**src/hw/rtl/wsd_pkg.sv**
```systemverilog
`timescale 1ns / 1ps
// ----------------------------------------------------------------------------
// wsd_pkg
// Shared types and constants of the WebSocket frame deframer.
// ----------------------------------------------------------------------------
package wsd_pkg;

  localparam int unsigned MAX_LEN_W = 32;
  localparam int unsigned LEN_W     = 64;

  localparam logic [MAX_LEN_W-1:0] MAX_LEN_RESET = 32'd1024;

  // result kinds
  localparam logic [1:0] KIND_BYTE    = 2'd0;
  localparam logic [1:0] KIND_EMPTY   = 2'd1;
  localparam logic [1:0] KIND_TOOLONG = 2'd2;

  // header decode constants
  localparam logic [6:0] LEN_CODE_16 = 7'd126;
  localparam logic [6:0] LEN_CODE_64 = 7'd127;

  // result queue between parser and output stage
  localparam int unsigned QDEPTH = 4;
  localparam int unsigned QAW    = $clog2(QDEPTH);

  // one queued result: raw byte and key byte, unmasked in the back end
  typedef struct packed {
    logic [1:0] kind;
    logic [7:0] data;
    logic [7:0] key;
    logic       last;
    logic       fin;
    logic [3:0] opcode;
  } wsd_rec_t;

  typedef struct packed {
    logic full;
    logic empty;
  } wsd_qstat_t;

endpackage

```
**src/hw/rtl/wsd_front.sv**
```systemverilog
`timescale 1ns / 1ps
// ----------------------------------------------------------------------------
// wsd_front
// Header parser: takes one stream byte per cycle unless the queue is full,
// tracks the frame phase and queues one result record per byte with a result.
// ----------------------------------------------------------------------------
module wsd_front (
  input  logic                      clk,
  input  logic                      rst_n,
  input  logic                      cfg_valid,
  output logic                      cfg_ready,
  input  logic [31:0]               cfg_data,
  input  logic                      in_tvalid,
  output logic                      in_tready,
  input  logic [7:0]                in_tdata,
  input  wsd_pkg::wsd_qstat_t       q_stat,
  output logic                      q_push,
  output wsd_pkg::wsd_rec_t         q_rec
);
  import wsd_pkg::*;

  localparam logic [2:0] PH_HDR0 = 3'd0;
  localparam logic [2:0] PH_HDR1 = 3'd1;
  localparam logic [2:0] PH_EXT  = 3'd2;
  localparam logic [2:0] PH_MASK = 3'd3;
  localparam logic [2:0] PH_DATA = 3'd4;

  logic [MAX_LEN_W-1:0] max_len_r;
  logic [2:0]           phase_r, phase_nxt;
  logic                 fin_r, fin_nxt;
  logic [3:0]           opcode_r, opcode_nxt;
  logic                 mask_r, mask_nxt;
  logic [LEN_W-1:0]     len_r, len_nxt;
  logic [2:0]           cnt_r, cnt_nxt;
  logic [31:0]          key_r, key_nxt;
  logic [1:0]           idx_r, idx_nxt;
  logic                 drop_r, drop_nxt;

  logic                 accept;
  logic [LEN_W-1:0]     len_shift;
  logic [LEN_W-1:0]     len_chk;
  logic [LEN_W-1:0]     len_dec;
  logic                 too_long;
  logic [2:0]           cnt_dec;
  logic [7:0]           key_byte;

  assign cfg_ready = 1'b1;
  assign in_tready = ~q_stat.full;
  assign accept    = in_tvalid & in_tready;

  assign len_shift = {len_r[LEN_W-9:0], in_tdata};
  assign len_chk   = (phase_r == PH_HDR1) ? {{(LEN_W-7){1'b0}}, in_tdata[6:0]} : len_shift;
  assign too_long  = (len_chk[LEN_W-1:MAX_LEN_W] != '0) ||
                     (len_chk[MAX_LEN_W-1:0] > max_len_r);
  assign len_dec   = len_r - {{(LEN_W-1){1'b0}}, 1'b1};
  assign cnt_dec   = cnt_r - 3'd1;

  always_comb begin
    case (idx_r)
      2'd0:    key_byte = key_r[31:24];
      2'd1:    key_byte = key_r[23:16];
      2'd2:    key_byte = key_r[15:8];
      default: key_byte = key_r[7:0];
    endcase
  end

  always_comb begin
    phase_nxt  = phase_r;
    fin_nxt    = fin_r;
    opcode_nxt = opcode_r;
    mask_nxt   = mask_r;
    len_nxt    = len_r;
    cnt_nxt    = cnt_r;
    key_nxt    = key_r;
    idx_nxt    = idx_r;
    drop_nxt   = drop_r;
    q_push     = 1'b0;
    q_rec      = '{kind: KIND_EMPTY, data: 8'd0, key: 8'd0, last: 1'b1,
                   fin: fin_r, opcode: opcode_r};
    if (accept) begin
      case (phase_r)
        PH_HDR0: begin
          fin_nxt    = in_tdata[7];
          opcode_nxt = in_tdata[3:0];
          key_nxt    = '0;
          idx_nxt    = '0;
          drop_nxt   = 1'b0;
          len_nxt    = '0;
          phase_nxt  = PH_HDR1;
        end
        PH_HDR1, PH_EXT: begin
          if (phase_r == PH_HDR1) begin
            mask_nxt = in_tdata[7];
          end
          cnt_nxt = (phase_r == PH_EXT) ? cnt_dec : cnt_r;
          len_nxt = len_chk;
          if (phase_r == PH_HDR1 && in_tdata[6:0] == LEN_CODE_16) begin
            len_nxt   = '0;
            cnt_nxt   = 3'd2;
            phase_nxt = PH_EXT;
          end else if (phase_r == PH_HDR1 && in_tdata[6:0] == LEN_CODE_64) begin
            // eight bytes: the counter wraps through 7 down to 0
            len_nxt   = '0;
            cnt_nxt   = 3'd0;
            phase_nxt = PH_EXT;
          end else if (phase_r == PH_HDR1 || cnt_dec == 3'd0) begin
            // length complete
            drop_nxt = too_long;
            if (too_long) begin
              q_push      = 1'b1;
              q_rec.kind  = KIND_TOOLONG;
            end
            if (mask_nxt) begin
              cnt_nxt   = 3'd4;
              phase_nxt = PH_MASK;
            end else if (len_chk == '0) begin
              q_push    = 1'b1;
              q_rec.kind = KIND_EMPTY;
              phase_nxt = PH_HDR0;
            end else begin
              phase_nxt = PH_DATA;
            end
          end
        end
        PH_MASK: begin
          key_nxt = {key_r[23:0], in_tdata};
          cnt_nxt = cnt_dec;
          if (cnt_dec == 3'd0) begin
            if (len_r == '0) begin
              phase_nxt  = PH_HDR0;
              q_push     = ~drop_r;
              q_rec.kind = KIND_EMPTY;
            end else begin
              phase_nxt = PH_DATA;
            end
          end
        end
        PH_DATA: begin
          len_nxt = len_dec;
          if (len_dec == '0) begin
            phase_nxt = PH_HDR0;
          end
          if (!drop_r) begin
            q_push     = 1'b1;
            q_rec.kind = KIND_BYTE;
            q_rec.data = in_tdata;
            q_rec.key  = key_byte;
            q_rec.last = (len_dec == '0);
            idx_nxt    = idx_r + 2'd1;
          end
        end
        default: begin
          phase_nxt = PH_HDR0;
        end
      endcase
    end
  end

  always_ff @(posedge clk) begin
    if (!rst_n) begin
      max_len_r <= MAX_LEN_RESET;
      phase_r   <= PH_HDR0;
      fin_r     <= 1'b0;
      opcode_r  <= '0;
      mask_r    <= 1'b0;
      len_r     <= '0;
      cnt_r     <= '0;
      key_r     <= '0;
      idx_r     <= '0;
      drop_r    <= 1'b0;
    end else begin
      if (cfg_valid && cfg_ready) begin
        max_len_r <= cfg_data;
      end
      phase_r  <= phase_nxt;
      fin_r    <= fin_nxt;
      opcode_r <= opcode_nxt;
      mask_r   <= mask_nxt;
      len_r    <= len_nxt;
      cnt_r    <= cnt_nxt;
      key_r    <= key_nxt;
      idx_r    <= idx_nxt;
      drop_r   <= drop_nxt;
    end
  end

`ifndef SYNTHESIS
  a_no_byte_when_drop: assert property (@(posedge clk) disable iff (!rst_n)
    (q_push && q_rec.kind == KIND_BYTE) |-> !drop_r)
    else $error("payload byte queued for a dropped frame");

  a_nonbyte_is_last: assert property (@(posedge clk) disable iff (!rst_n)
    (q_push && q_rec.kind != KIND_BYTE) |-> (q_rec.last && q_rec.data == 8'd0))
    else $error("empty or error result not marked last");

  a_phase_legal: assert property (@(posedge clk) disable iff (!rst_n)
    phase_r <= PH_DATA)
    else $error("parser phase out of range");

  a_data_len_nonzero: assert property (@(posedge clk) disable iff (!rst_n)
    (phase_r == PH_DATA) |-> (len_r != '0))
    else $error("payload phase with no bytes left");
`endif

endmodule

```
**src/hw/rtl/wsd_fifo.sv**
```systemverilog
`timescale 1ns / 1ps
// ----------------------------------------------------------------------------
// wsd_fifo
// Short result queue that decouples the parser from the output stage.
// ----------------------------------------------------------------------------
module wsd_fifo (
  input  logic                clk,
  input  logic                rst_n,
  input  logic                push,
  input  wsd_pkg::wsd_rec_t   push_rec,
  input  logic                pop,
  output wsd_pkg::wsd_rec_t   pop_rec,
  output wsd_pkg::wsd_qstat_t stat
);
  import wsd_pkg::*;

  wsd_rec_t       mem_r [QDEPTH];
  logic [QAW-1:0] wr_ptr_r, wr_ptr_nxt;
  logic [QAW-1:0] rd_ptr_r, rd_ptr_nxt;
  logic [QAW:0]   count_r, count_nxt;

  assign stat.full  = (count_r == QDEPTH[QAW:0]);
  assign stat.empty = (count_r == '0);
  assign pop_rec    = mem_r[rd_ptr_r];

  assign wr_ptr_nxt = push ? wr_ptr_r + 1'b1 : wr_ptr_r;
  assign rd_ptr_nxt = pop  ? rd_ptr_r + 1'b1 : rd_ptr_r;

  always_comb begin
    count_nxt = count_r;
    if (push && !pop) begin
      count_nxt = count_r + 1'b1;
    end else if (pop && !push) begin
      count_nxt = count_r - 1'b1;
    end
  end

  always_ff @(posedge clk) begin
    if (push) begin
      mem_r[wr_ptr_r] <= push_rec;
    end
  end

  always_ff @(posedge clk) begin
    if (!rst_n) begin
      wr_ptr_r <= '0;
      rd_ptr_r <= '0;
      count_r  <= '0;
    end else begin
      wr_ptr_r <= wr_ptr_nxt;
      rd_ptr_r <= rd_ptr_nxt;
      count_r  <= count_nxt;
    end
  end

`ifndef SYNTHESIS
  a_no_overflow: assert property (@(posedge clk) disable iff (!rst_n)
    push |-> !stat.full)
    else $error("result queue overflow");

  a_no_underflow: assert property (@(posedge clk) disable iff (!rst_n)
    pop |-> !stat.empty)
    else $error("result queue underflow");

  a_count_bound: assert property (@(posedge clk) disable iff (!rst_n)
    count_r <= QDEPTH[QAW:0])
    else $error("result queue count out of range");
`endif

endmodule

```
**src/hw/rtl/wsd_back.sv**
```systemverilog
`timescale 1ns / 1ps
// ----------------------------------------------------------------------------
// wsd_back
// Output stage: pops queued results, unmasks payload bytes and holds the
// outgoing word in a register until it is taken.
// ----------------------------------------------------------------------------
module wsd_back (
  input  logic                clk,
  input  logic                rst_n,
  input  wsd_pkg::wsd_qstat_t q_stat,
  input  wsd_pkg::wsd_rec_t   q_rec,
  output logic                q_pop,
  output logic                out_tvalid,
  input  logic                out_tready,
  output logic [15:0]         out_tdata,
  output logic [1:0]          out_tuser,
  output logic                out_tlast
);
  import wsd_pkg::*;

  logic        valid_r;
  logic [15:0] data_r;
  logic [1:0]  user_r;
  logic        last_r;

  // refill the output register when it is empty or being taken
  assign q_pop = ~q_stat.empty & (~valid_r | out_tready);

  always_ff @(posedge clk) begin
    if (!rst_n) begin
      valid_r <= 1'b0;
    end else if (q_pop) begin
      valid_r <= 1'b1;
    end else if (out_tready) begin
      valid_r <= 1'b0;
    end
  end

  always_ff @(posedge clk) begin
    if (q_pop) begin
      data_r <= {3'b000, q_rec.opcode, q_rec.fin, q_rec.data ^ q_rec.key};
      user_r <= q_rec.kind;
      last_r <= q_rec.last;
    end
  end

  assign out_tvalid = valid_r;
  assign out_tdata  = data_r;
  assign out_tuser  = user_r;
  assign out_tlast  = last_r;

endmodule

```
**src/hw/rtl/websocket_frame_deframer.sv**
```systemverilog
`timescale 1ns / 1ps
// ----------------------------------------------------------------------------
// websocket_frame_deframer
// Receive-side WebSocket frame parser: header decode, length check against
// a programmable limit, payload unmasking, one byte per cycle unless stalled.
// ----------------------------------------------------------------------------
// channel  dir  handshake               payload
// cfg      in   cfg_valid/cfg_ready     cfg_data: max payload length (32b)
// in       in   in_tvalid/in_tready     in_tdata: received stream byte
// out      out  out_tvalid/out_tready   out_tdata/out_tuser/out_tlast
//
// One byte is taken per cycle while in_tready is high; the parser updates its
// frame state in that cycle and queues at most one result. Each result goes
// through the queue, then the output register. The 4-entry result queue lets
// the input run on while the output stalls; in_tready drops only when it is
// full. Synchronous active-low reset returns to the first header byte and
// restores the length limit to 1024; no clearing pass is needed.
// ----------------------------------------------------------------------------
module websocket_frame_deframer (
  input  logic        clk,
  input  logic        rst_n,
  input  logic        cfg_valid,
  output logic        cfg_ready,
  input  logic [31:0] cfg_data,    // [31:0] max_payload_length
  input  logic        in_tvalid,
  output logic        in_tready,
  input  logic [7:0]  in_tdata,    // [7:0] in_byte
  output logic        out_tvalid,
  input  logic        out_tready,
  output logic [15:0] out_tdata,   // [7:0] data_byte, [8] fin_bit,
                                   // [12:9] frame_opcode, [15:13] zero
  output logic [1:0]  out_tuser,   // [1:0] result_kind
  output logic        out_tlast    // last_of_frame
);
  import wsd_pkg::*;

  wsd_qstat_t q_stat;
  wsd_rec_t   push_rec;
  wsd_rec_t   pop_rec;
  logic       q_push;
  logic       q_pop;

  wsd_front u_front (
    .clk       (clk),
    .rst_n     (rst_n),
    .cfg_valid (cfg_valid),
    .cfg_ready (cfg_ready),
    .cfg_data  (cfg_data),
    .in_tvalid (in_tvalid),
    .in_tready (in_tready),
    .in_tdata  (in_tdata),
    .q_stat    (q_stat),
    .q_push    (q_push),
    .q_rec     (push_rec)
  );

  wsd_fifo u_fifo (
    .clk      (clk),
    .rst_n    (rst_n),
    .push     (q_push),
    .push_rec (push_rec),
    .pop      (q_pop),
    .pop_rec  (pop_rec),
    .stat     (q_stat)
  );

  wsd_back u_back (
    .clk        (clk),
    .rst_n      (rst_n),
    .q_stat     (q_stat),
    .q_rec      (pop_rec),
    .q_pop      (q_pop),
    .out_tvalid (out_tvalid),
    .out_tready (out_tready),
    .out_tdata  (out_tdata),
    .out_tuser  (out_tuser),
    .out_tlast  (out_tlast)
  );

endmodule

```
**config.mk**
```make
export PLATFORM = sky130hd
export DESIGN_NAME = websocket_frame_deframer
export DESIGN_NICKNAME = d
export VERILOG_FILES = /design/src/hw/rtl/wsd_pkg.sv /design/src/hw/rtl/wsd_front.sv /design/src/hw/rtl/wsd_fifo.sv /design/src/hw/rtl/wsd_back.sv /design/src/hw/rtl/websocket_frame_deframer.sv
export SDC_FILE = /design/constraint.sdc
export NUM_CORES = 1
export LEC_CHECK = 0
export BUFFER_PORTS_ARGS = -buffer_cell sky130_fd_sc_hd__buf_2
export CORE_ASPECT_RATIO = 0.8
export CORE_MARGIN = 1
export CORE_UTILIZATION = 35
export DETAILED_ROUTE_END_ITERATION = 10
export PLACE_DENSITY_LB_ADDON = 0.3
export SLEW_MARGIN = 20
export SYNTH_ARGS = -nofsm -noshare
export SYNTH_HDL_FRONTEND = slang
export SYNTH_HIERARCHICAL = 1
export SYNTH_SLANG_ARGS = --single-unit
export TNS_END_PERCENT = 50
```
**constraint.sdc**
```tcl
create_clock -name clk -period 5.75 [get_ports clk]
set_clock_uncertainty 0.2 [all_clocks]
set_input_delay 1.15 -clock clk [delete_from_list [all_inputs] [get_ports clk]]
set_output_delay 1.15 -clock clk [all_outputs]
set_load 0.01 [all_outputs]
```
# After elaboration in Yosys (flattened, before gate mapping)
# Memories as Yosys holds them, arrays and structs flattened. A register that Yosys moved wholly into a read port is not among the register bits.
# Index checks and enable logic that the tools add are counted.
# totals
register_bits	167
ram_bits	96
inputBits	45
out_inout_bits	22
wordCells	141
memories	1
# mem_list
name	words	word_bits	read_ports	rd_clocked_by_memory_dff	wr	line_no	source
u_fifo.mem_r	4	24	1	1	1	wsd_fifo.sv:17	wsd_rec_t mem_r [QDEPTH];
# op_classes
add_sub_neg	7
order_cmp	1
n_eq_ne	16
mux	59
bitwise_logic	8
reduce_logical	32
# ops
op	n
logical NOT 64 bit	3
2-to-1 mux 64 bit	3
case mux 64 bit (3 select lines)	1
case mux 32 bit (2 select lines)	1
subtractor 64 x 1 -> 64 bit, second input constant	1
2-to-1 mux 3 bit	15
> comparator 32 bit	1
nonzero test 32 bit	1
case mux 8 bit (3 select lines)	1
2-to-1 mux 1 bit	20
2-to-1 mux 19 bit	1
2-to-1 mux 18 bit	1
2-to-1 mux 2 bit	9
2-to-1 mux 17 bit	1
equality test 7 bit, second input constant	2
case mux 3 bit (4 select lines)	1
nonzero test 2 bit	6
AND reduction 2 bit	5
logical NOT 3 bit	3
case mux 2 bit (2 select lines)	2
XOR 8 bit	1
adder 2 x 1 -> 2 bit, second input constant	3
equality test 3 x 2 -> 1 bit, second input constant	2
equality test 3 bit, second input constant	2
other kinds (23)	37

# Longest topological paths before layout
# Gate-level depths: netlist of the first run.
# depth
word_depth	16
depth_mapped	21
depth_no_buf	18

# By module
# The synthesis of the first run kept the hierarchy.
# by_module_without_submodules
module	instances	cells_each	area_per_inst_um2	seq_area_each_um2
wsd_front	1	1253	9527.9	2862.7
wsd_fifo	1	169	3948.8	3062.9
wsd_back	1	32	620.6	500.5

# Worst setup path after synthesis of the first run
# OpenSTA, ideal clock, no wires.
# synth_timing
path_type	register to register
start	reg u_front.len_r[37]
end	reg u_fifo.count_r[2]
setup_time_ns	0.076
arrival_ns	4.515
required_time_ns	5.474
setup_slack_ns	0.960
path_stages_with_launch	17
path_buffers	1
period_less_slack_ns	4.790
cell_sequence	dfxtp_1 > clkbuf_1 > nor4_2 > nand4b_1 > or4_1 > nor3_1 > nand4_1 > or3_1 > a21oi_1 > a21oi_1 > a211oi_1 > ha_1 > inv_1 > fa_1 > xor2_1 > or3_1 > a21boi_0
# synth_between
elab_chain_len	14
word_cells_on_any_way	20
cone_classes	mux: 12; reduce/logical: 8
# synth_rtl
item	line_no	source
start, declared	wsd_front.sv:33	logic [LEN_W-1:0] len_r, len_nxt;
start signal, assigned	wsd_front.sv:179	len_r <= len_nxt;
2-to-1 mux 64 bit	wsd_front.sv:52	assign len_chk = (phase_r == PH_HDR1) ? {{(LEN_W-7){1'b0}}, in_tdata[6:0]} : len_shift;
nonzero test 32 bit	wsd_front.sv:53	assign too_long = (len_chk[LEN_W-1:MAX_LEN_W] != '0) ||
logical OR 1 bit	wsd_front.sv:53	
2-to-1 mux 1 bit	wsd_front.sv:109	if (too_long) begin
2-to-1 mux 1 bit	wsd_front.sv:116	end else if (len_chk == '0) begin
2-to-1 mux 1 bit	wsd_front.sv:113	if (mask_nxt) begin
2-to-1 mux 1 bit	wsd_front.sv:106	end else if (phase_r == PH_HDR1 || cnt_dec == 3'd0) begin
2-to-1 mux 1 bit	wsd_front.sv:101	end else if (phase_r == PH_HDR1 && in_tdata[6:0] == LEN_CODE_64) begin
2-to-1 mux 1 bit	wsd_front.sv:97	if (phase_r == PH_HDR1 && in_tdata[6:0] == LEN_CODE_16) begin
case mux 1 bit (3 select lines) *	wsd_front.sv:81	case (phase_r)
2-to-1 mux 1 bit *	wsd_front.sv:80	if (accept) begin
net q_push	websocket_frame_deframer.sv:40	logic q_push;
logical NOT 1 bit	wsd_fifo.sv:33	end else if (pop && !push) begin
logical AND 1 bit	wsd_fifo.sv:33	
nonzero test 2 bit (no line)	-	
end signal, assigned	wsd_fifo.sv:52	count_r <= count_nxt;
end, declared	wsd_fifo.sv:20	logic [QAW:0] count_r, count_nxt;
# Mark *: on every way through the listed nets, which the timed path passes. The rest lies on a longest branch.
# A chain may end at the register's enable or synchronous reset.

# Worst setup path after layout of the first run
# layout_timing
start	reg u_front.len_r[32]
end	reg u_fifo.count_r[2]
# The elaborated chain is that of the path after synthesis.

==> metrics.txt, run 1 <==
# TYPE chip_impl_metric gauge
chip_impl_info{name="hold_class",value="register to register"} 1
chip_impl_metric{name="global_routing_usage_summed_across_all_routing_layers",unit="%"} 18.22
chip_impl_metric{name="pwr-share-clk",unit="%"} 30.3
chip_impl_metric{name="first_pass_grt_wire_length",unit="mm"} 59.38
chip_impl_metric{name="portion_of_total_power_attributed_to_combinational_logic",unit="%"} 32.1
chip_impl_metric{name="ys_seq_area_share",unit="%"} 45.58
chip_impl_metric{name="timing.critical_path.fanout_max",unit=""} 12
chip_impl_metric{name="clk_path_buf_depth",unit=""} 3
chip_impl_metric{name="via_count",unit=""} 11000
chip_impl_metric{name="required_time_reported_for_the_critical_path_endpoint",unit="ns"} 6.05
chip_impl_metric{name="synthesis.area",unit="sq mm"} 0.01410
chip_impl_metric{name="yosys_warnings",unit=""} 6
chip_impl_metric{name="worst_pin_slew",unit="ns"} 1.012
chip_impl_metric{name="postSynthRegisterBits",unit=""} 265
chip_impl_metric{name="cts.sinks",unit=""} 265
chip_impl_metric{name="row_count",unit=""} 65
chip_impl_info{name="setup.worst_path.start_class",value="register"} 1
chip_impl_metric{name="worstPathArrival",unit="ns"} 5.32
chip_impl_info{name="yosysMostFrequentCell",value="sky130_fd_sc_hd__dfxtp_1"} 1
chip_impl_metric{name="diodes",unit=""} 0
chip_impl_metric{name="grt_remaining_overflow",unit=""} 0
chip_impl_metric{name="total_leakage_power",unit="uW"} 0.005894
chip_impl_info{name="critPathCaptureType",value="register"} 1
chip_impl_metric{name="routed_via_density",unit=""} 5.456
chip_impl_info{name="setup.worst_path.class",value="register to register"} 1
chip_impl_metric{name="avgRoutedWirePerCell",unit="microns"} 18.59
chip_impl_metric{name="power.switching",unit="uW"} 2188
chip_impl_metric{name="final_max_slew_viol_count",unit=""} 0
chip_impl_metric{name="clock_insertion_delay_worst_skew",unit="ns"} 0.57
chip_impl_info{name="yosys-top-cells-count",value="153 x sky130_fd_sc_hd__dfxtp_1, 122 x sky130_fd_sc_hd__nand2_1, 112 x sky130_fd_sc_hd__edfxtp_1, 101 x sky130_fd_sc_hd__nor2_1, 93 x sky130_fd_sc_hd__clkbuf_1"} 1
chip_impl_metric{name="drt_pre_antenna_iters",unit=""} 6
chip_impl_metric{name="drv_cap",unit=""} 0
chip_impl_metric{name="drc_errors",unit=""} 0
chip_impl_metric{name="relSlewSlack",unit="%"} 32.54
chip_impl_metric{name="design.portCount",unit=""} 67
chip_impl_metric{name="post_synth.cell_area_avg",unit="sq um"} 9.696
chip_impl_metric{name="final_net_count",unit=""} 1550
chip_impl_metric{name="drt.antenna.violating_nets",unit=""} 0
chip_impl_metric{name="p_sw_share",unit="%"} 35.19
chip_impl_metric{name="reg2reg_slack",unit="ns"} 0.73
chip_impl_metric{name="io_buffers",unit=""} 62
chip_impl_metric{name="grt_max_degree",unit=""} 112
chip_impl_metric{name="async_flop_share",unit="%"} 0
chip_impl_metric{name="tns",unit="ns"} 0
chip_impl_metric{name="grt_pass1_vias",unit=""} 10380
chip_impl_metric{name="post_cts_hold_fix_bufs",unit=""} 0
chip_impl_info{name="clk_root_buffer_cell",value="sky130_fd_sc_hd__clkbuf_16"} 1
chip_impl_info{name="worstPathCellList",value="nor4_2 -> nand4b_1 -> or4_1 -> nor3_1 -> buf_4 -> nand4_1 -> or3_1 -> a21oi_1 -> a21oi_1 -> a211oi_1 -> buf_4 -> ha_1 -> inv_1 -> fa_1 -> xor2_1 -> or3_1 -> a21boi_0"} 1
chip_impl_metric{name="hpwl",unit="mm"} 24.90
chip_impl_info{name="setup_repair_after_global_routing_missed_its_margin",value="false"} 1
chip_impl_metric{name="cts-buffers-inserted",unit=""} 28
chip_impl_info{name="status",value="completed"} 1
chip_impl_metric{name="final_worst_path_period_need",unit="ns"} 5.016
chip_impl_metric{name="part_of_the_total_power_dissipated_in_sequential_elements",unit="%"} 37.6
chip_impl_metric{name="synth_enable_flop_cells",unit=""} 112
chip_impl_metric{name="initial_utilization",unit="%"} 35.67
chip_impl_metric{name="finalSetupViolations",unit=""} 0
chip_impl_metric{name="area_fraction_of_the_dominant_cell_type_after_synthesis",unit="%"} 23.86
chip_impl_metric{name="post_synth_inst_count",unit=""} 1454
chip_impl_metric{name="cts_resized",unit=""} 0
chip_impl_info{name="post_synth_main_area_contributors",value="sky130_fd_sc_hd__edfxtp_1 24%, sky130_fd_sc_hd__dfxtp_1 22%, sky130_fd_sc_hd__ha_1 4.1%"} 1
chip_impl_metric{name="max_clock_freq",unit="MHz"} 199.3
chip_impl_metric{name="core-area",unit="sq mm"} 0.03953
chip_impl_metric{name="drive_gt1_share",unit="%"} 11.96
chip_impl_metric{name="drt-total-wl",unit="mm"} 37.48
chip_impl_metric{name="grt_antenna_before_repair",unit=""} 0
chip_impl_metric{name="vdd_ir_drop_max",unit="mV"} 0.2215
chip_impl_info{name="cts_tree",value="built"} 1
chip_impl_info{name="synth_flop_cell",value="sky130_fd_sc_hd__dfxtp_1"} 1
chip_impl_metric{name="dieArea",unit="sq mm"} 0.04109
chip_impl_metric{name="total_power_density_per_cell_area",unit="mW/mm^2"} 394.5
chip_impl_metric{name="ys_types",unit=""} 72
chip_impl_metric{name="clk_transition_reported_paths",unit="ns"} 0.07
chip_impl_info{name="worst_path_max_delay_cell",value="sky130_fd_sc_hd__or4_1"} 1
chip_impl_metric{name="post-route-period-util",unit="%"} 87.24
chip_impl_metric{name="crit_path_max_incr_delay",unit="ns"} 0.65
chip_impl_metric{name="dr.first_iter.drc_count",unit=""} 1133
chip_impl_metric{name="fp.dieW",unit="microns"} 226.4
chip_impl_info{name="post-synth-top-area-cell",value="sky130_fd_sc_hd__edfxtp_1"} 1
chip_impl_metric{name="hold_viol_final",unit=""} 0
chip_impl_metric{name="area_growth_syn_to_layout",unit="%"} 11.82
chip_impl_metric{name="cts.htree.levels",unit=""} 1
chip_impl_metric{name="cts_setup_buffers",unit=""} 0
chip_impl_metric{name="internal_power",unit="uW"} 4031
chip_impl_metric{name="gp_congestion",unit=""} 0.8943
chip_impl_metric{name="die_h",unit="microns"} 181.5
chip_impl_metric{name="power",unit="uW"} 6219
## final timing paths
kind	from	endpoint	cells past startpoint
worst max-delay path	u_front/len_r[32]	u_fifo/count_r[2]	17
worst max register to register	u_front/len_r[32]	u_fifo/count_r[2]	17
worst min register to register	u_front/key_r[31]	u_front/key_r[31]	2
worst min-delay path	u_front/key_r[31]	u_front/key_r[31]	2
## routing by layer
metal / global-route usage (%) / vias up / wire length, microns
met5: 0 / - / 0
met4: 4.000 / 0 / 645
met3: 3.576 / 40 / 2657
met2: 27.56 / 394 / 16310
met1: 26.65 / 5301 / 17870
li1: - / 5265 / -
## cell usage in the layout, fill, tap and decap left out, types with 42 or more instances in the layout
cell type                    n
sky130_fd_sc_hd__edfxtp_1  112
sky130_fd_sc_hd__dfxtp_1   153
sky130_fd_sc_hd__buf_2      61
sky130_fd_sc_hd__a21oi_1    52
sky130_fd_sc_hd__ha_1       46
sky130_fd_sc_hd__o21ai_0    75
sky130_fd_sc_hd__nand2_1   122
sky130_fd_sc_hd__nand3_1    49
sky130_fd_sc_hd__inv_1      54
sky130_fd_sc_hd__nor3_1     42
sky130_fd_sc_hd__nor2b_1    51
sky130_fd_sc_hd__nor2_1     99
sky130_fd_sc_hd__and2_1     66
## critical path: cells and delay by family (launching register included)
family                     cells  cell delay [ns]
adders and majority gates      2             0.56
buffers and inverters          3             0.41
DFF                            1             0.43
and+or+nand+nor                7             2.47
xor gates and xnor gates       1             0.18
AOI/OAI and AO/OA              4             0.67
## state kept, by name (all words and copies together) (netlist names), named ones only
name and count:
u_fifo/mem_r 96, u_fifo/wr_ptr_r 2, u_fifo/count_r 3, u_back/out_tvalid 1, u_front/mask_r 1, u_back/out_tdata 13
u_front/len_r 64, u_front/fin_r 1, u_front/cnt_r 3, u_front/key_r 32, u_fifo/rd_ptr_r 2, u_front/phase_r 3
u_back/out_tuser 2, u_front/max_len_r 32, u_back/out_tlast 1, u_front/idx_r 2, u_front/drop_r 1, u_front/opcode_r 4
## cell families (layout without fill, tap and decap cells)
logic type	count (synthesis)	in the layout	synth area share, %
and+or+nand+nor	574	574	21.89
muxes	59	59	6.426
buffers and inverters	170	194	5.174
adders and majority gates	47	47	4.225
other	2	4	0.05327
DFF	265	265	45.58
AOI/OAI and AO/OA	287	287	13.54
xor gates and xnor gates	50	50	3.106
## area by class of cell
| cell class | instances | area, sq um |
|---|---|---|
| timing repair buffer | 88 | 508.0 |
| fill | 3868 | 23760 |
| multi-input combinational | 1021 | 6990 |
| clock buffer | 37 | 754.5 |
| clock inverter | 15 | 211.5 |
| inverter | 54 | 202.7 |
| sequential | 265 | 6426 |
| tap | 536 | 670.6 |
## through the flow
stage / worst slack (ns) / instance area, sq um / utilization, % / cells / hold WS (ns)
floorplan: 0.9599 / 14100 / - / 1456 / 0.2405
global placement: 0.9699 / 14800 / 37.44 / 1964 / 0.2555
detailed placement: 0.7907 / 14800 / 37.44 / 1964 / 0.2645
CTS: 0.7830 / 15760 / 39.88 / 2016 / 0.2732
global route: 0.3888 / 15760 / 39.88 / 2016 / 0.3034
finish: 0.7336 / 15760 / 39.88 / 2016 / 0.2710
## power groups by stage
| stage | Sequential [uW] | Combinational, uW | Clock [uW] |
|---|---|---|---|
| floorplan | 2320 | 1430 | 0 |
| CTS | 2330 | 1980 | 1930 |
| detailed placement | 2370 | 1970 | 0 |
| global route | 2360 | 2200 | 2000 |
| finish | 2340 | 2000 | 1890 |
| global placement | 2370 | 1950 | 0 |
Note: power is estimated with default switching activity, not from simulation.
==> run 2, diff against run 1 <==
--- a/config.mk
+++ b/config.mk
@@ -9,6 +9,7 @@
 export CORE_ASPECT_RATIO = 0.8
 export CORE_MARGIN = 1
 export CORE_UTILIZATION = 35
+export CTS_BUF_LIST = sky130_fd_sc_hd__clkbuf_4
 export DETAILED_ROUTE_END_ITERATION = 10
 export PLACE_DENSITY_LB_ADDON = 0.3
 export SLEW_MARGIN = 20
==> metrics.txt, run 2 (synthesis results as in run 1) <==
# TYPE chip_impl_metric gauge
chip_impl_metric{name="drive_gt1_share",unit="%"} 16.15
chip_impl_metric{name="max_clock_freq",unit="MHz"} 198.7
chip_impl_info{name="largestRegisters",value="u_fifo/mem_r (96), u_front/len_r (64)"} 1
chip_impl_metric{name="drv_cap",unit=""} 0
chip_impl_metric{name="postLayoutCellArea",unit="sq mm"} 0.01577
chip_impl_metric{name="drt-total-wl",unit="mm"} 38.06
chip_impl_info{name="regToRegStartpoint",value="u_front/len_r[32]"} 1
chip_impl_metric{name="dieArea",unit="sq mm"} 0.04109
chip_impl_metric{name="total_leakage_power",unit="uW"} 0.006008
chip_impl_metric{name="via_count",unit=""} 11298
chip_impl_metric{name="initial_utilization",unit="%"} 35.67
chip_impl_metric{name="global_routing_usage_summed_across_all_routing_layers",unit="%"} 18.74
chip_impl_metric{name="vdd_ir_drop_max",unit="mV"} 0.1570
chip_impl_metric{name="relSlewSlack",unit="%"} 30.93
chip_impl_metric{name="clk_path_buf_depth",unit=""} 3
chip_impl_metric{name="routed_via_density",unit=""} 5.385
chip_impl_info{name="clk_root_buffer_cell",value="sky130_fd_sc_hd__clkbuf_4"} 1
chip_impl_metric{name="total_power_density_per_cell_area",unit="mW/mm^2"} 386.8
chip_impl_info{name="reg_with_most_ffs",value="u_fifo/mem_r"} 1
chip_impl_metric{name="cts.htree.levels",unit=""} 3
chip_impl_metric{name="die_h",unit="microns"} 181.5
chip_impl_metric{name="worst_pin_slew",unit="ns"} 1.036
chip_impl_metric{name="io_buffers",unit=""} 62
chip_impl_metric{name="placed_area",unit="sq mm"} 0.01480
chip_impl_info{name="critPathCaptureType",value="register"} 1
chip_impl_metric{name="clock_insertion_delay_worst_skew",unit="ns"} 0.75
chip_impl_info{name="cts_tree",value="built"} 1
chip_impl_metric{name="dr.first_iter.drc_count",unit=""} 1147
chip_impl_metric{name="tns",unit="ns"} 0
chip_impl_metric{name="post_cts_hold_fix_bufs",unit=""} 0
chip_impl_info{name="setup.worst_path.class",value="register to register"} 1
chip_impl_metric{name="grt_remaining_overflow",unit=""} 0
chip_impl_info{name="min-delay-start",value="u_front/key_r[31]"} 1
chip_impl_metric{name="cts.sinks",unit=""} 265
chip_impl_metric{name="cts_resized",unit=""} 0
chip_impl_metric{name="final_worst_path_period_need",unit="ns"} 5.033
chip_impl_metric{name="power.switching",unit="uW"} 2243
chip_impl_metric{name="fp.dieW",unit="microns"} 226.4
chip_impl_metric{name="area_growth_syn_to_layout",unit="%"} 11.86
chip_impl_info{name="layout_commonest_cell",value="sky130_fd_sc_hd__dfxtp_1"} 1
chip_impl_metric{name="fillers",unit=""} 3941
chip_impl_metric{name="grt_antenna_before_repair",unit=""} 1
chip_impl_metric{name="avgRoutedWirePerCell",unit="microns"} 18.14
chip_impl_metric{name="clk_transition_reported_paths",unit="ns"} 0.07
chip_impl_metric{name="p_sw_share",unit="%"} 36.78
chip_impl_info{name="status",value="completed"} 1
chip_impl_metric{name="drt_pre_antenna_iters",unit=""} 6
chip_impl_metric{name="internal_power",unit="uW"} 3856
chip_impl_metric{name="required_time_reported_for_the_critical_path_endpoint",unit="ns"} 6.19
chip_impl_metric{name="part_of_the_total_power_dissipated_in_sequential_elements",unit="%"} 38.3
chip_impl_metric{name="sequential_cell_area_in_the_final_layout",unit="sq mm"} 0.006426
chip_impl_metric{name="pwr-share-clk",unit="%"} 28.9
chip_impl_info{name="most-common-layout-cells",value="153 x sky130_fd_sc_hd__dfxtp_1, 122 x sky130_fd_sc_hd__nand2_1, 112 x sky130_fd_sc_hd__edfxtp_1, 111 x sky130_fd_sc_hd__clkbuf_4, 99 x sky130_fd_sc_hd__nor2_1"} 1
chip_impl_metric{name="gp_congestion",unit=""} 0.8943
chip_impl_metric{name="cts-buffers-inserted",unit=""} 72
chip_impl_metric{name="final_net_count",unit=""} 1594
chip_impl_metric{name="finalSetupViolations",unit=""} 0
chip_impl_metric{name="hold_viol_final",unit=""} 0
chip_impl_metric{name="final_max_slew_viol_count",unit=""} 0
chip_impl_info{name="hold_class",value="register to register"} 1
chip_impl_metric{name="drc_errors",unit=""} 0
chip_impl_metric{name="portion_of_total_power_attributed_to_combinational_logic",unit="%"} 32.8
chip_impl_metric{name="core-area",unit="sq mm"} 0.03953
chip_impl_info{name="setup_repair_after_global_routing_missed_its_margin",value="false"} 1
chip_impl_metric{name="cts_setup_buffers",unit=""} 0
chip_impl_info{name="crit_path_start",value="u_front/len_r[32]"} 1
chip_impl_metric{name="hpwl",unit="mm"} 24.90
chip_impl_metric{name="first_pass_grt_wire_length",unit="mm"} 60.63
chip_impl_metric{name="row_count",unit=""} 65
chip_impl_metric{name="timing.critical_path.fanout_max",unit=""} 12
chip_impl_metric{name="grt_max_degree",unit=""} 112
chip_impl_metric{name="grt_pass1_vias",unit=""} 10848
chip_impl_metric{name="largest_register_ff_count",unit=""} 96
chip_impl_info{name="setup.worst_path.start_class",value="register"} 1
chip_impl_metric{name="design.portCount",unit=""} 67
chip_impl_metric{name="drt.antenna.violating_nets",unit=""} 0
chip_impl_metric{name="area_of_the_multi_input_gates",unit="sq mm"} 0.006990
chip_impl_metric{name="post-route-period-util",unit="%"} 87.52
chip_impl_metric{name="worstPathArrival",unit="ns"} 5.47
[run 2: cell types whose count changed in the layout (fill, tap and decap cells not counted), moves of 2 or more]
cell                         change
sky130_fd_sc_hd__clkbuf_4      +111
sky130_fd_sc_hd__clkinv_2        -4
sky130_fd_sc_hd__clkinvlp_4      -3
sky130_fd_sc_hd__diode_2         +2
sky130_fd_sc_hd__clkbuf_16      -28
sky130_fd_sc_hd__bufinv_16       -3
sky130_fd_sc_hd__clkinv_1       +12
sky130_fd_sc_hd__inv_6           +3
sky130_fd_sc_hd__clkbuf_1        -7
sky130_fd_sc_hd__clkbuf_8        -2
[run 2: per-stage QoR]
step           std cells  hold WS [ns]  total power [uW]  util [%]  setup WS (ns)
4_1_cts             2096        0.2747              6137     39.88         0.7709
3_5_place_dp        1964        0.2645              4342     37.44         0.7907
2_1_floorplan       1456        0.2405              3757         -         0.9599
6_report            2098        0.2703              6099     39.90         0.7175
5_1_grt             2097        0.3041              6483     39.89         0.3607
3_3_place_gp        1964        0.2555              4320     37.44         0.9699
[run 2: power groups by stage]
| stage | combinational (uW) | sequential, uW | clock, uW |
|---|---|---|---|
| 4_1_cts | 1980 | 2330 | 1830 |
| 3_5_place_dp | 1970 | 2370 | 0 |
| 2_1_floorplan | 1430 | 2320 | 0 |
| 6_report | 2000 | 2340 | 1760 |
| 5_1_grt | 2190 | 2360 | 1930 |
| 3_3_place_gp | 1950 | 2370 | 0 |
[run 2: layout make-up]
class	instances	share of cell area, %
Antenna cell	2	0.03174
Sequential cell	265	40.75
Tap cell	536	4.253
Clock inverter	21	0.8411
Multi-Input combinational cell	1021	44.33
Clock buffer	111	5.284
Inverter	54	1.285
Timing Repair Buffer	88	3.221
[run 2: final timing paths]
path | endpoint | slack, ns | cells past startpoint
hold reg to reg | u_front/key_r[31] | 0.27 | 2
setup / recovery | u_fifo/count_r[2] | 0.72 | 17
hold / removal | u_front/key_r[31] | 0.27 | 2
setup reg to reg | u_fifo/count_r[2] | 0.72 | 17
[run 2: critical path, cell delays in order, from the launching register on]
cell                       delay [ns]
sky130_fd_sc_hd__dfxtp_1         0.44
sky130_fd_sc_hd__nor4_2          0.55
sky130_fd_sc_hd__nand4b_1        0.28
sky130_fd_sc_hd__or4_1           0.64
sky130_fd_sc_hd__nor3_1          0.22
sky130_fd_sc_hd__buf_4           0.17
sky130_fd_sc_hd__nand4_1         0.11
sky130_fd_sc_hd__or3_1           0.35
sky130_fd_sc_hd__a21oi_1         0.21
sky130_fd_sc_hd__a21oi_1         0.06
sky130_fd_sc_hd__a211oi_1        0.24
sky130_fd_sc_hd__buf_4           0.18
sky130_fd_sc_hd__ha_1            0.19
sky130_fd_sc_hd__inv_1           0.06
sky130_fd_sc_hd__fa_1            0.38
sky130_fd_sc_hd__xor2_1          0.18
sky130_fd_sc_hd__or3_1           0.31
sky130_fd_sc_hd__a21boi_0        0.16
[run 2: layer usage]
layer | vias up | routed length (microns) | global-route usage [%]
li1 | 5413 | - | -
met1 | 5406 | 17960 | 26.44
met2 | 411 | 16640 | 27.95
met3 | 68 | 2772 | 4.919
met4 | 0 | 683 | 5.486
met5 | - | 0 | 0
==> run 3, diff against run 2 <==
--- a/config.mk
+++ b/config.mk
@@ -5,6 +5,7 @@
 export SDC_FILE = /design/constraint.sdc
 export NUM_CORES = 1
 export LEC_CHECK = 0
+export ABC_AREA = 1
 export BUFFER_PORTS_ARGS = -buffer_cell sky130_fd_sc_hd__buf_2
 export CORE_ASPECT_RATIO = 0.8
 export CORE_MARGIN = 1
==> metrics.txt, run 3 <==
# TYPE chip_impl_metric gauge
chip_impl_metric{name="synthMuxAreaShare",unit="%"} 0
chip_impl_metric{name="cts.htree.levels",unit=""} 3
chip_impl_info{name="critPathCaptureType",value="register"} 1
chip_impl_metric{name="relSlewSlack",unit="%"} 32.90
chip_impl_metric{name="grt_max_degree",unit=""} 85
chip_impl_metric{name="pwr-share-clk",unit="%"} 18.9
chip_impl_info{name="hold_class",value="register to register"} 1
chip_impl_metric{name="cts_resized",unit=""} 0
chip_impl_info{name="largestRegisters",value="u_fifo/mem_r (96), u_front/len_r (64)"} 1
chip_impl_metric{name="grt_antenna_before_repair",unit=""} 2
chip_impl_metric{name="fp.dieW",unit="microns"} 229.6
chip_impl_metric{name="drv_cap",unit=""} 0
chip_impl_info{name="yosys-top-cells-count",value="433 x sky130_fd_sc_hd__nand2_1, 247 x sky130_fd_sc_hd__nor2_1, 212 x sky130_fd_sc_hd__o21ai_0, 171 x sky130_fd_sc_hd__inv_1, 153 x sky130_fd_sc_hd__dfxtp_1"} 1
chip_impl_metric{name="initial_utilization",unit="%"} 35.63
chip_impl_metric{name="core-area",unit="sq mm"} 0.04071
chip_impl_info{name="yosysMostFrequentCell",value="sky130_fd_sc_hd__nand2_1"} 1
chip_impl_metric{name="yosys_warnings",unit=""} 6
chip_impl_metric{name="clk_path_buf_depth",unit=""} 3
chip_impl_metric{name="ys_types",unit=""} 47
chip_impl_metric{name="dr.first_iter.drc_count",unit=""} 1153
chip_impl_metric{name="reg2reg_slack",unit="ns"} 0.87
chip_impl_metric{name="hpwl",unit="mm"} 28.12
chip_impl_metric{name="postSynthRegisterBits",unit=""} 265
chip_impl_metric{name="drc_errors",unit=""} 0
chip_impl_info{name="setup.worst_path.class",value="register to register"} 1
chip_impl_metric{name="drt.antenna.violating_nets",unit=""} 0
chip_impl_metric{name="total_leakage_power",unit="uW"} 0.006690
chip_impl_metric{name="global_routing_usage_summed_across_all_routing_layers",unit="%"} 19.54
chip_impl_info{name="status",value="completed"} 1
chip_impl_info{name="crit_path_start",value="u_front/phase_r[2]"} 1
chip_impl_metric{name="vdd_ir_drop_max",unit="mV"} 0.2610
chip_impl_metric{name="timing.final.ws_setup",unit="ns"} 0.8742
chip_impl_metric{name="part_of_the_total_power_dissipated_in_sequential_elements",unit="%"} 33.2
chip_impl_metric{name="cts.sinks",unit=""} 265
chip_impl_metric{name="grt_pass1_vias",unit=""} 12290
chip_impl_metric{name="cts-buffers-inserted",unit=""} 72
chip_impl_metric{name="row_count",unit=""} 66
chip_impl_metric{name="die_h",unit="microns"} 184.1
chip_impl_metric{name="routed_via_density",unit=""} 5.078
chip_impl_metric{name="via_count",unit=""} 12994
chip_impl_metric{name="tns",unit="ns"} 0
chip_impl_metric{name="io_buffers",unit=""} 62
chip_impl_metric{name="async_flop_share",unit="%"} 0
chip_impl_metric{name="p_sw_share",unit="%"} 47.94
chip_impl_info{name="post-synth-top-area-cell",value="sky130_fd_sc_hd__edfxtp_1"} 1
chip_impl_metric{name="timing.critical_path.fanout_max",unit=""} 21
chip_impl_metric{name="fillers",unit=""} 4149
chip_impl_metric{name="worst_pin_slew",unit="ns"} 1.005
chip_impl_metric{name="final_max_slew_viol_count",unit=""} 0
chip_impl_metric{name="ys_seq_area_share",unit="%"} 44.30
chip_impl_metric{name="synth-compound-area-share",unit="%"} 17.54
chip_impl_info{name="synth_top_family_by_area",value="simple AND/OR/NAND/NOR gates"} 1
chip_impl_metric{name="reg2reg_depth",unit=""} 25
chip_impl_metric{name="area_of_the_multi_input_gates",unit="sq mm"} 0.007072
chip_impl_metric{name="portion_of_total_power_attributed_to_combinational_logic",unit="%"} 47.9
chip_impl_metric{name="sequential_cell_area_in_the_final_layout",unit="sq mm"} 0.006426
chip_impl_info{name="regToRegStartpoint",value="u_front/phase_r[2]"} 1
chip_impl_metric{name="final_net_count",unit=""} 2055
chip_impl_metric{name="post_synth.cell_area_avg",unit="sq um"} 7.671
chip_impl_info{name="layout_commonest_cell",value="sky130_fd_sc_hd__nand2_1"} 1
chip_impl_metric{name="detailedPlace.worstSlack",unit="ns"} 0.9567
chip_impl_metric{name="grt_remaining_overflow",unit=""} 0
chip_impl_metric{name="gp_congestion",unit=""} 0.9192
chip_impl_info{name="cts_tree",value="built"} 1
chip_impl_metric{name="synth_adder_area_share",unit="%"} 4.106
chip_impl_metric{name="area_growth_syn_to_layout",unit="%"} 11.77
chip_impl_info{name="synth_flop_cell",value="sky130_fd_sc_hd__dfxtp_1"} 1
chip_impl_info{name="endpoint_of_the_most_critical_register_to_register_path",value="u_fifo/count_r[2]"} 1
chip_impl_metric{name="post_synth_and_or_nand_nor_area_fraction",unit="%"} 25.57
chip_impl_metric{name="final_worst_path_period_need",unit="ns"} 4.876
chip_impl_info{name="setup.worst_path.start_class",value="register"} 1
chip_impl_metric{name="required_time_reported_for_the_critical_path_endpoint",unit="ns"} 6.17
chip_impl_metric{name="drive_gt1_share",unit="%"} 14.61
chip_impl_metric{name="area_fraction_of_the_dominant_cell_type_after_synthesis",unit="%"} 23.19
chip_impl_metric{name="worstPathArrival",unit="ns"} 5.30
chip_impl_metric{name="drt-total-wl",unit="mm"} 40.94
chip_impl_metric{name="synth_xor_xnor_area_share",unit="%"} 1.208
chip_impl_metric{name="post-route-period-util",unit="%"} 84.80
chip_impl_metric{name="clock_insertion_delay_worst_skew",unit="ns"} 0.73
chip_impl_metric{name="dieArea",unit="sq mm"} 0.04227
chip_impl_metric{name="power.switching",unit="uW"} 4348
chip_impl_metric{name="synth_enable_flop_cells",unit=""} 112
chip_impl_info{name="most-common-layout-cells",value="432 x sky130_fd_sc_hd__nand2_1, 246 x sky130_fd_sc_hd__nor2_1, 212 x sky130_fd_sc_hd__o21ai_0, 171 x sky130_fd_sc_hd__inv_1, 153 x sky130_fd_sc_hd__dfxtp_1"} 1
chip_impl_info{name="setup_repair_after_global_routing_missed_its_margin",value="false"} 1
chip_impl_metric{name="clk_transition_reported_paths",unit="ns"} 0.07
chip_impl_info{name="clk_root_buffer_cell",value="sky130_fd_sc_hd__clkbuf_4"} 1
chip_impl_metric{name="max_clock_freq",unit="MHz"} 205.1
chip_impl_metric{name="design.portCount",unit=""} 67
chip_impl_info{name="post_synth_main_area_contributors",value="sky130_fd_sc_hd__edfxtp_1 23%, sky130_fd_sc_hd__dfxtp_1 21%, sky130_fd_sc_hd__nand2_1 11%"} 1
chip_impl_info{name="reg_with_most_ffs",value="u_fifo/mem_r"} 1
chip_impl_metric{name="drt_pre_antenna_iters",unit=""} 5
chip_impl_metric{name="hold_viol_final",unit=""} 0
chip_impl_metric{name="post_cts_hold_fix_bufs",unit=""} 0
chip_impl_metric{name="avgRoutedWirePerCell",unit="microns"} 16.00
chip_impl_metric{name="internal_power",unit="uW"} 4722
chip_impl_metric{name="hold-path-cell-count",unit=""} 1
chip_impl_metric{name="total_power_density_per_cell_area",unit="mW/mm^2"} 559.5
chip_impl_metric{name="largest_register_ff_count",unit=""} 96
chip_impl_metric{name="post_synth_inst_count",unit=""} 1891
chip_impl_metric{name="synthesis.area",unit="sq mm"} 0.01451
chip_impl_metric{name="finalSetupViolations",unit=""} 0
chip_impl_metric{name="cts_setup_buffers",unit=""} 0
chip_impl_metric{name="first_pass_grt_wire_length",unit="mm"} 65.78
chip_impl_info{name="min-delay-start",value="u_fifo/rd_ptr_r[1]"} 1
[run 3: changes by cell type after synthesis, moves of 34 or more]
cell	delta
sky130_fd_sc_hd__nor2b_1	-53
sky130_fd_sc_hd__a21oi_1	+58
sky130_fd_sc_hd__clkbuf_1	-39
sky130_fd_sc_hd__nand2_1	+311
sky130_fd_sc_hd__and2_1	-62
sky130_fd_sc_hd__nor3_1	-34
sky130_fd_sc_hd__o21ai_0	+137
sky130_fd_sc_hd__a31oi_1	+69
sky130_fd_sc_hd__inv_1	+117
sky130_fd_sc_hd__mux2i_1	-35
sky130_fd_sc_hd__a21boi_0	-41
sky130_fd_sc_hd__nor2_1	+146
[run 3: power by group through the flow]
stage	Clock [uW]	Combinational, uW	Sequential, uW
2_1_floorplan	0	3230	2860
5_1_grt	1870	4900	3080
4_1_cts	1780	4300	3000
3_3_place_gp	0	4230	3040
6_report	1710	4340	3020
3_5_place_dp	0	4280	3040
[run 3: worst max-delay path by stage]
stage,to
3_3_place_gp,u_fifo/count_r[2]
3_5_place_dp,u_fifo/count_r[2]
6_report,u_fifo/count_r[2]
4_1_cts,u_fifo/count_r[2]
5_1_grt,u_fifo/count_r[2]
2_1_floorplan,u_fifo/count_r[2]
[run 3: stage by stage]
| stage | std cells | power [uW] | cell area, sq um | util [%] | hold WS (ns) |
|---|---|---|---|---|---|
| floorplan | 1893 | 6091 | 14510 | - | 0.2115 |
| global placement | 2433 | 7267 | 15290 | 37.55 | 0.2302 |
| detailed placement | 2433 | 7311 | 15290 | 37.55 | 0.2376 |
| CTS | 2557 | 9075 | 16210 | 39.81 | 0.2462 |
| global route | 2559 | 9850 | 16210 | 39.82 | 0.2800 |
| finish | 2559 | 9070 | 16210 | 39.82 | 0.2437 |
[run 3: per-layer routing]
metal	vias to the layer above	share of wire, %	track usage (%)
met5	-	0	0
met4	0	2.1	6.080
met3	59	7.2	4.063
met2	430	43	29.75
met1	5996	48	27.56
li1	6509	-	-
[run 3: cell families after synthesis]
family,count (synthesis)
adder cells (fa/ha/maj),47
buffers and inverters,260
other,2
XOR/XNOR,20
AO/OA/AOI/OAI,447
AND/OR/NAND/NOR,850
flip-flops,265
[run 3: cell type report]
class	count	share of cell area (%)
repair buffers	80	2.763
flip-flops and latches	265	39.64
multi-input cells	1368	43.62
clock inverters	17	0.7178
clock buffers	107	4.955
diodes	2	0.03087
inverters	176	4.075
well taps	544	4.199
[run 3: critical path: stages (launching register included)]
cell and delay, ns:
sky130_fd_sc_hd__dfxtp_1 0.39, sky130_fd_sc_hd__inv_1 0.15, sky130_fd_sc_hd__nand3_1 0.60, sky130_fd_sc_hd__nand2_1 0.24
sky130_fd_sc_hd__inv_1 0.09, sky130_fd_sc_hd__ha_1 0.30, sky130_fd_sc_hd__nand2_1 0.05, sky130_fd_sc_hd__inv_1 0.06
sky130_fd_sc_hd__nand3_1 0.09, sky130_fd_sc_hd__nor3_1 0.26, sky130_fd_sc_hd__nor4b_1 0.48, sky130_fd_sc_hd__nand2_1 0.11
sky130_fd_sc_hd__nand2_1 0.08, sky130_fd_sc_hd__nand2_1 0.05, sky130_fd_sc_hd__nand2_1 0.10, sky130_fd_sc_hd__o21ai_0 0.09
sky130_fd_sc_hd__a21oi_1 0.40, sky130_fd_sc_hd__ha_1 0.25, sky130_fd_sc_hd__inv_1 0.07, sky130_fd_sc_hd__fa_1 0.39
sky130_fd_sc_hd__inv_1 0.07, sky130_fd_sc_hd__nand2_1 0.06, sky130_fd_sc_hd__nand3_1 0.08, sky130_fd_sc_hd__nand2_1 0.05
sky130_fd_sc_hd__inv_1 0.04, sky130_fd_sc_hd__nor2_1 0.04
